**src/hdl/urb_pkg.sv**
```systemverilog
// Shared types and constants for the UART ring buffer with RS-485 control.
package urb_pkg;

  localparam int unsigned RxDepthDefault = 64;
  localparam int unsigned TxDepthDefault = 64;
  localparam int unsigned DataW          = 8;
  localparam int unsigned LevelW         = 7;

  localparam logic [DataW-1:0] CrByte = 8'h0d;

  typedef enum logic [1:0] {
    CmdPut  = 2'd0,
    CmdGet  = 2'd1,
    CmdRx   = 2'd2,
    CmdThre = 2'd3
  } cmd_e;

  typedef struct packed {
    cmd_e             cmd;
    logic [DataW-1:0] data;
    logic             transmitter_ready;
    logic             assert_driver;
  } in_t;

  typedef struct packed {
    logic              tx_valid;
    logic [DataW-1:0]  tx_byte;
    logic              put_accepted;
    logic              rd_valid;
    logic [DataW-1:0]  rd_byte;
    logic              rx_overflow;
    logic              driver_enable;
    logic              last_rx_was_cr;
    logic [LevelW-1:0] rx_level;
    logic [LevelW-1:0] tx_level;
  } out_t;

endpackage

```
**src/hdl/uart_ring_buffer_rs485_core.sv**
```systemverilog
// Top level: UART receive/transmit ring queues with RS-485 driver-enable control.
// Each item is handled in two steps: when it is taken in idle the head entries
// of both queue memories are read (registered read); in the execute state the
// item is resolved, the queue memory is written and pointers, counts and
// flags are updated, and the result is loaded into the output register.
// A new item is taken as soon as the block is back in idle, even while the
// previous result still waits at the output; the execute state only holds
// when that output register is still occupied and stalled. Queue memories
// need no clearing after reset: the fill counts keep every read on written
// entries. The overflow flag is sticky until reset.
module uart_ring_buffer_rs485_core import urb_pkg::*; #(
  parameter int unsigned RX_DEPTH = RxDepthDefault,
  parameter int unsigned TX_DEPTH = TxDepthDefault
) (
  input  logic clk_i,
  input  logic rst_ni,
  input  logic in_valid_i,
  output logic in_stall_o,
  input  in_t  in_item_i,
  output logic out_valid_o,
  input  logic out_stall_i,
  output out_t out_item_o
);

  localparam int unsigned RxCW = $clog2(RX_DEPTH + 1);
  localparam int unsigned TxCW = $clog2(TX_DEPTH + 1);

  typedef enum logic {
    StIdle,
    StExec
  } state_e;

  state_e state_q;
  in_t    item_q;
  logic   out_valid_q;
  out_t   out_q, res;
  logic   ovf_q, ovf_d, drv_q, drv_d, cr_q, cr_d;
  logic   accept, fire;

  logic             rx_push, rx_pop, rx_zero;
  logic             tx_push, tx_pop;
  logic [DataW-1:0] rx_rdata, tx_rdata;
  logic [RxCW-1:0]  rx_fill, rx_fill_next;
  logic [TxCW-1:0]  tx_fill, tx_fill_next;

  urb_ring #(.DEPTH(RX_DEPTH)) u_rx_ring (
    .clk_i       (clk_i),
    .rst_ni      (rst_ni),
    .push_i      (rx_push),
    .pop_i       (rx_pop),
    .zero_i      (rx_zero),
    .wdata_i     (item_q.data),
    .rdata_o     (rx_rdata),
    .fill_o      (rx_fill),
    .fill_next_o (rx_fill_next)
  );

  urb_ring #(.DEPTH(TX_DEPTH)) u_tx_ring (
    .clk_i       (clk_i),
    .rst_ni      (rst_ni),
    .push_i      (tx_push),
    .pop_i       (tx_pop),
    .zero_i      (1'b0),
    .wdata_i     (item_q.data),
    .rdata_o     (tx_rdata),
    .fill_o      (tx_fill),
    .fill_next_o (tx_fill_next)
  );

  assign in_stall_o = (state_q != StIdle);
  assign accept     = in_valid_i && (state_q == StIdle);
  assign fire       = (state_q == StExec) && (!out_valid_q || !out_stall_i);

  always_comb begin
    res     = '0;
    rx_push = 1'b0;
    rx_pop  = 1'b0;
    rx_zero = 1'b0;
    tx_push = 1'b0;
    tx_pop  = 1'b0;
    ovf_d   = ovf_q;
    drv_d   = drv_q;
    cr_d    = cr_q;
    if (fire) begin
      case (item_q.cmd)
        CmdPut: begin
          if (item_q.assert_driver) begin
            drv_d = 1'b1;
          end
          if (tx_fill == TxCW'(TX_DEPTH)) begin
            res.put_accepted = 1'b0;
          end else if (tx_fill != '0 || !item_q.transmitter_ready) begin
            tx_push          = 1'b1;
            res.put_accepted = 1'b1;
          end else begin
            // line idle and nothing queued: hand the byte straight over
            res.tx_valid     = 1'b1;
            res.tx_byte      = item_q.data;
            res.put_accepted = 1'b1;
          end
        end
        CmdGet: begin
          if (rx_fill != '0) begin
            rx_pop       = 1'b1;
            res.rd_valid = 1'b1;
            res.rd_byte  = rx_rdata;
          end
        end
        CmdRx: begin
          rx_push = 1'b1;
          rx_zero = (rx_fill == RxCW'(RX_DEPTH - 1));
          if (rx_zero) begin
            ovf_d = 1'b1;
          end
          cr_d = (item_q.data == CrByte);
        end
        CmdThre: begin
          if (tx_fill != '0) begin
            tx_pop       = 1'b1;
            res.tx_valid = 1'b1;
            res.tx_byte  = tx_rdata;
          end else begin
            drv_d = 1'b0;
          end
        end
        default: begin
          res = '0;
        end
      endcase
    end
    res.rx_overflow    = ovf_d;
    res.driver_enable  = drv_d;
    res.last_rx_was_cr = cr_d;
    res.rx_level       = LevelW'(rx_fill_next);
    res.tx_level       = LevelW'(tx_fill_next);
  end

  always_ff @(posedge clk_i) begin
    if (accept) begin
      item_q <= in_item_i;
    end
  end

  always_ff @(posedge clk_i or negedge rst_ni) begin
    if (!rst_ni) begin
      state_q     <= StIdle;
      out_valid_q <= 1'b0;
      out_q       <= '0;
      ovf_q       <= 1'b0;
      drv_q       <= 1'b0;
      cr_q        <= 1'b0;
    end else begin
      case (state_q)
        StIdle: begin
          if (accept) begin
            state_q <= StExec;
          end
        end
        StExec: begin
          if (fire) begin
            state_q <= StIdle;
          end
        end
        default: begin
          state_q <= StIdle;
        end
      endcase
      if (fire) begin
        out_valid_q <= 1'b1;
        out_q       <= res;
        ovf_q       <= ovf_d;
        drv_q       <= drv_d;
        cr_q        <= cr_d;
      end else if (!out_stall_i) begin
        out_valid_q <= 1'b0;
      end
    end
  end

  assign out_valid_o = out_valid_q;
  assign out_item_o  = out_q;

  a_fire_loads_out: assert property (@(posedge clk_i) disable iff (!rst_ni)
    fire |=> out_valid_o && state_q == StIdle)
    else $error("result not loaded after update cycle");

  a_one_byte_path: assert property (@(posedge clk_i) disable iff (!rst_ni)
    out_valid_o |-> !(out_item_o.tx_valid && out_item_o.rd_valid))
    else $error("transmit and read both flagged for one item");

  a_rx_fill_wraps: assert property (@(posedge clk_i) disable iff (!rst_ni)
    rx_fill < RxCW'(RX_DEPTH))
    else $error("receive count reached depth without wrapping");

  a_overflow_sticky: assert property (@(posedge clk_i) disable iff (!rst_ni)
    ovf_q |=> ovf_q)
    else $error("overflow flag cleared outside reset");

endmodule

```
**src/hdl/urb_ring.sv**
```systemverilog
// Ring queue: byte memory with registered read, read and write pointers, fill count.
module urb_ring import urb_pkg::*; #(
  parameter int unsigned DEPTH = RxDepthDefault,
  localparam int unsigned AW = $clog2(DEPTH),
  localparam int unsigned CW = $clog2(DEPTH + 1)
) (
  input  logic             clk_i,
  input  logic             rst_ni,
  input  logic             push_i,
  input  logic             pop_i,
  input  logic             zero_i,
  input  logic [DataW-1:0] wdata_i,
  output logic [DataW-1:0] rdata_o,
  output logic [CW-1:0]    fill_o,
  output logic [CW-1:0]    fill_next_o
);

  logic [DataW-1:0] mem_q [DEPTH];
  logic [DataW-1:0] rdata_q;
  logic [AW-1:0]    wptr_q, wptr_d;
  logic [AW-1:0]    rptr_q, rptr_d;
  logic [CW-1:0]    fill_q, fill_d;

  always_comb begin
    wptr_d = wptr_q;
    rptr_d = rptr_q;
    fill_d = fill_q;
    if (push_i) begin
      wptr_d = (wptr_q == AW'(DEPTH - 1)) ? '0 : wptr_q + AW'(1);
      // a push that completes a full ring drops the count back to zero
      fill_d = zero_i ? '0 : fill_q + CW'(1);
    end else if (pop_i) begin
      rptr_d = (rptr_q == AW'(DEPTH - 1)) ? '0 : rptr_q + AW'(1);
      fill_d = fill_q - CW'(1);
    end
  end

  always_ff @(posedge clk_i or negedge rst_ni) begin
    if (!rst_ni) begin
      wptr_q <= '0;
      rptr_q <= '0;
      fill_q <= '0;
    end else begin
      wptr_q <= wptr_d;
      rptr_q <= rptr_d;
      fill_q <= fill_d;
    end
  end

  // head entry is read every cycle; writes land before the next item is taken
  always_ff @(posedge clk_i) begin
    if (push_i) begin
      mem_q[wptr_q] <= wdata_i;
    end
    rdata_q <= mem_q[rptr_q];
  end

  assign rdata_o     = rdata_q;
  assign fill_o      = fill_q;
  assign fill_next_o = fill_d;

  a_no_push_pop: assert property (@(posedge clk_i) disable iff (!rst_ni)
    !(push_i && pop_i))
    else $error("ring pushed and popped in the same cycle");

  a_pop_nonempty: assert property (@(posedge clk_i) disable iff (!rst_ni)
    pop_i |-> fill_q != '0)
    else $error("ring popped while empty");

  a_fill_bound: assert property (@(posedge clk_i) disable iff (!rst_ni)
    fill_q <= CW'(DEPTH))
    else $error("ring fill count beyond depth");

endmodule

```
**config.mk**
```make
export PLATFORM = sky130hd
export DESIGN_NAME = uart_ring_buffer_rs485_core
export DESIGN_NICKNAME = d
export VERILOG_FILES = /design/src/hdl/urb_pkg.sv /design/src/hdl/uart_ring_buffer_rs485_core.sv /design/src/hdl/urb_ring.sv
export SDC_FILE = /design/constraint.sdc
export NUM_CORES = 1
export LEC_CHECK = 0
export BUFFER_PORTS_ARGS = -buffer_cell sky130_fd_sc_hd__clkbuf_2
export CAP_MARGIN = 30
export CORE_UTILIZATION = 45
export DETAILED_ROUTE_END_ITERATION = 7
export PLACE_DENSITY = 0.6
export SLEW_MARGIN = 20
export SYNTH_ARGS = -nofsm -noshare
export SYNTH_HDL_FRONTEND = slang
export SYNTH_SLANG_ARGS = --single-unit
```
**constraint.sdc**
```tcl
create_clock -name clk_i -period 4.9 [get_ports clk_i]
set_input_delay 0.98 -clock clk_i [delete_from_list [all_inputs] [get_ports clk_i]]
set_output_delay 0.98 -clock clk_i [all_outputs]
set_load 0.1 [all_outputs]
```
==> results.md <==
- FF+latch count, synth: 1128
- Max cap viols: 0
- Antenna violations before repair: 1
- Post-synthesis sequential area ratio: 0.7529
- Worst-Margin Slew: 1.068 ns
- Worst path depth: 6
- DR DRC count: 2
- Die H: 315.7 um
- Fin cells: 3722
- Die ar.: 99640 um^2
- Syn Inst Count: 2274
- Mapped Area: 44270 um^2
- Crit-path leading delay family: simple AND/OR/NAND/NOR gates
- Final period util: 0.7037
- TritonCTS clock tree: yes
- Drt pass-1 iters: 7
- Worst Path Arrival: 3.74 ns
- Worst-path fanout max: 8
- Cell variety after synth: 68
- Gr usage total: 0.2119
- Top area cells in the synthesized netlist: edfxtp_1 70%, mux4_2 12%, dfrtp_1 4.3%
- Top cells by count, synth: 1036 x edfxtp_1, 230 x mux4_2, 159 x nor2_1, 92 x nand2_1, 86 x mux2i_1
- Max Slew Vio Count: 0
- Setup bufs post-CTS: 0
- Net Count, Synth: 2304
- Startpoint Class: register
- CP endpoint kind: register
- Share of the synthesized area in the top cell type: 0.7027
- Final setup margin: 1.452 ns
- Post-synth EDFFs: 1036
- Post-CTS sizing: 0
- Area grow syn2layout: 12.59%
- CTS Buf Count: 108
- Pleak: 15.92 nW
- Core ar.: 97140 um^2
- Clock Path Buffers: 3
- R2r setup slk: 1.45 ns
- Initial Util: 0.4558
- Hold Buf Count CTS: 0
- Via Count: 22210
- Failing checks: DRC
- FILL cells: 7568
- Clock sink total: 1128
- Largest net degree at the start of global routing: 131
- Vias/cell: 5.967
- Worst VDD drop: 0.3569 mV
- Post-layout minimum cycle time: 3.448 ns
- Slew Limit Headroom: 0.2880
- Count leader, synth: edfxtp_1
- Skew-Pair Late Insertion Delay: 0.68 ns
- Row count: 114
- # H-tree levels: 3
- Final HPWL DP: 62750 um
- HP Class: primary input to asynchronous set/reset pin
- Nets: 2386
- Worst path bufs/invs: 2
- RSZ-0062 raised after global routing: false
- First DRT Iteration DRCs: 2629
- WS Path Type: register to register
- Pre-CTS setup slack: 0.8045 ns
- Number of diodes: 0
- Design area: 49840 um^2
- Ys flop type: edfxtp_1
- I/O Pins: 54
- Routability cong.: 0.8533
- CTS root buffer: clkbuf_16
- Critical path launch point: item_q[10]
- Crit-path cells: inv_1 > ha_1 > inv_1 > nor2_1 > nand3_1 > nor2_1
- WL final: 104300 um
- Mean Syn Cell Area: 19.47 um^2
- Routed wire length per instance: 28.03 um
- First-pass GRT wire length: 153600 um
- Critical R2R Capture: u_rx_ring.mem_q[1][7]
- Antenna-violating nets left: 0
- Final setup vio count: 0
- Layout cells sized above 1: 0.2212
- Max Fclk: 290.0 MHz
- Worst setup path endpoint: u_rx_ring.mem_q[1][7]
- Final Hold Viols: 0
- Reg-to-reg startpoint: item_q[10]
- Async set or reset register ratio after synthesis: 0.06738
- Die width: 315.7 um
- R2R depth: 6
- Status: finished, violations left
- Crit-path max cell delay: 0.84 ns
- Pwr/cell area: 523.9 nW/um^2
- Total grt overflow: 0
- Slowest CP cell: nor2_1
- Worst-path clk slew: 0.06 ns
- Leading area contributor after synthesis: edfxtp_1
- Vias in the first global route: 22180
- IO buf count: 53
- WP data required: 5.20 ns
- Setup_tns: 0 ns
- Placed Area: 46070 um^2
- Clk_skew: 0.01629 ns
- Yosys warnings: 0
- Placed cells: 3521
kinds of logic (layout without fill, tap and decap cells):
family                     after synthesis  in the layout  synth area share
DFF                                   1128           1128            0.7529
AOI/OAI and AO/OA                      253            253           0.04293
buffers and inverters                  144            316           0.01512
adders and majority gates               14             14          0.003957
and+or+nand+nor                        379            379           0.03954
xor gates and xnor gates                19             19          0.003759
muxes                                  337            337            0.1418
layout make-up:
type / instances / area, um^2 / area share
repair buffers: 102 / 803.3 / 0.01612
multi-input cells: 1002 / 10280 / 0.2062
inverters: 14 / 52.55 / 0.001054
well taps: 1276 / 1597 / 0.03203
clock inverters: 51 / 763.2 / 0.01531
flip-flops and latches: 1128 / 33350 / 0.6691
clock buffers: 149 / 3000 / 0.06020
placed cells by master (no fill, tap or decap), types with 12 or more instances in the layout:
master	n
edfxtp_1	1036
clkbuf_16	111
clkbuf_2	52
xnor2_1	14
a22o_1	35
o221ai_1	20
a211oi_1	21
nor3_1	13
clkinv_2	16
dfrtp_1	70
inv_1	14
ha_1	14
a22oi_1	30
buf_4	33
bufinv_16	20
o22ai_1	38
mux2i_1	86
nand3_1	36
o211ai_1	12
nor2b_1	20
nor2_1	159
clkbuf_1	30
a21oi_1	23
mux4_2	230
dfxtp_1	16
o21ai_0	20
mux2_2	21
nand2_1	92
routing by layer:
layer	share of wire	wire [um]	global-route usage	vias up
met5	0	0	0	-
met4	0.025	2630	0.05863	0
met3	0.059	6162	0.02689	163
met2	0.48	49770	0.3335	908
met1	0.44	45780	0.3134	11670
li1	-	-	-	9469
sequential cells by signal, indices dropped and copies added (netlist names), 6 cells and up:
| register | cells |
|---|---|
| u_tx_ring.rptr_q | 6 |
| u_tx_ring.fill_o | 7 |
| u_tx_ring.wptr_q | 6 |
| out_item_o | 33 |
| u_rx_ring.rptr_q | 6 |
| u_rx_ring.rdata_o | 8 |
| u_tx_ring.rdata_o | 8 |
| u_rx_ring.mem_q | 512 |
| u_rx_ring.wptr_q | 6 |
| u_rx_ring.fill_o | 7 |
| u_tx_ring.mem_q | 512 |
| item_q | 12 |
metrics by stage:
step           total power, mW  hold WS (ns)  utilization
6_report                 26.11        0.3981       0.5131
5_1_grt                  26.96        0.4516       0.5131
4_1_cts                  26.29        0.4022       0.5131
3_5_place_dp             17.54        0.4339       0.4743
3_3_place_gp             17.42        0.4444       0.4733
2_1_floorplan            15.94        0.4268            -
worst register-to-register path: cells and delay by family (launching register included):
family,cells,cell delay (ns)
and+or+nand+nor,3,2.04
DFF,1,0.43
buffers and inverters,2,0.28
adders and majority gates,1,0.32
worst min-delay path by stage:
stage	from	endpoint	slack [ns]
floorplan	u_rx_ring.rdata_o[0]	out_item_o[17]	0.43
global placement	u_rx_ring.rdata_o[5]	out_item_o[22]	0.44
detailed placement	u_rx_ring.rdata_o[5]	out_item_o[22]	0.43
CTS	rst_ni	u_rx_ring.wptr_q[0]	0.40
global route	rst_ni	u_rx_ring.wptr_q[0]	0.45
finish	rst_ni	out_item_o[9]	0.40
report_power, final:
part	total, mW	leakage, nW	internal (mW)	switching (mW)
Combinational	5.75	3.67	2.49	3.26
Clock	8.82	1.83	5.32	3.51
Sequential	11.5	10.4	10.9	0.662
Total	26.1	15.9	18.7	7.43
No activity file was read; power rests on OpenSTA's default activity.
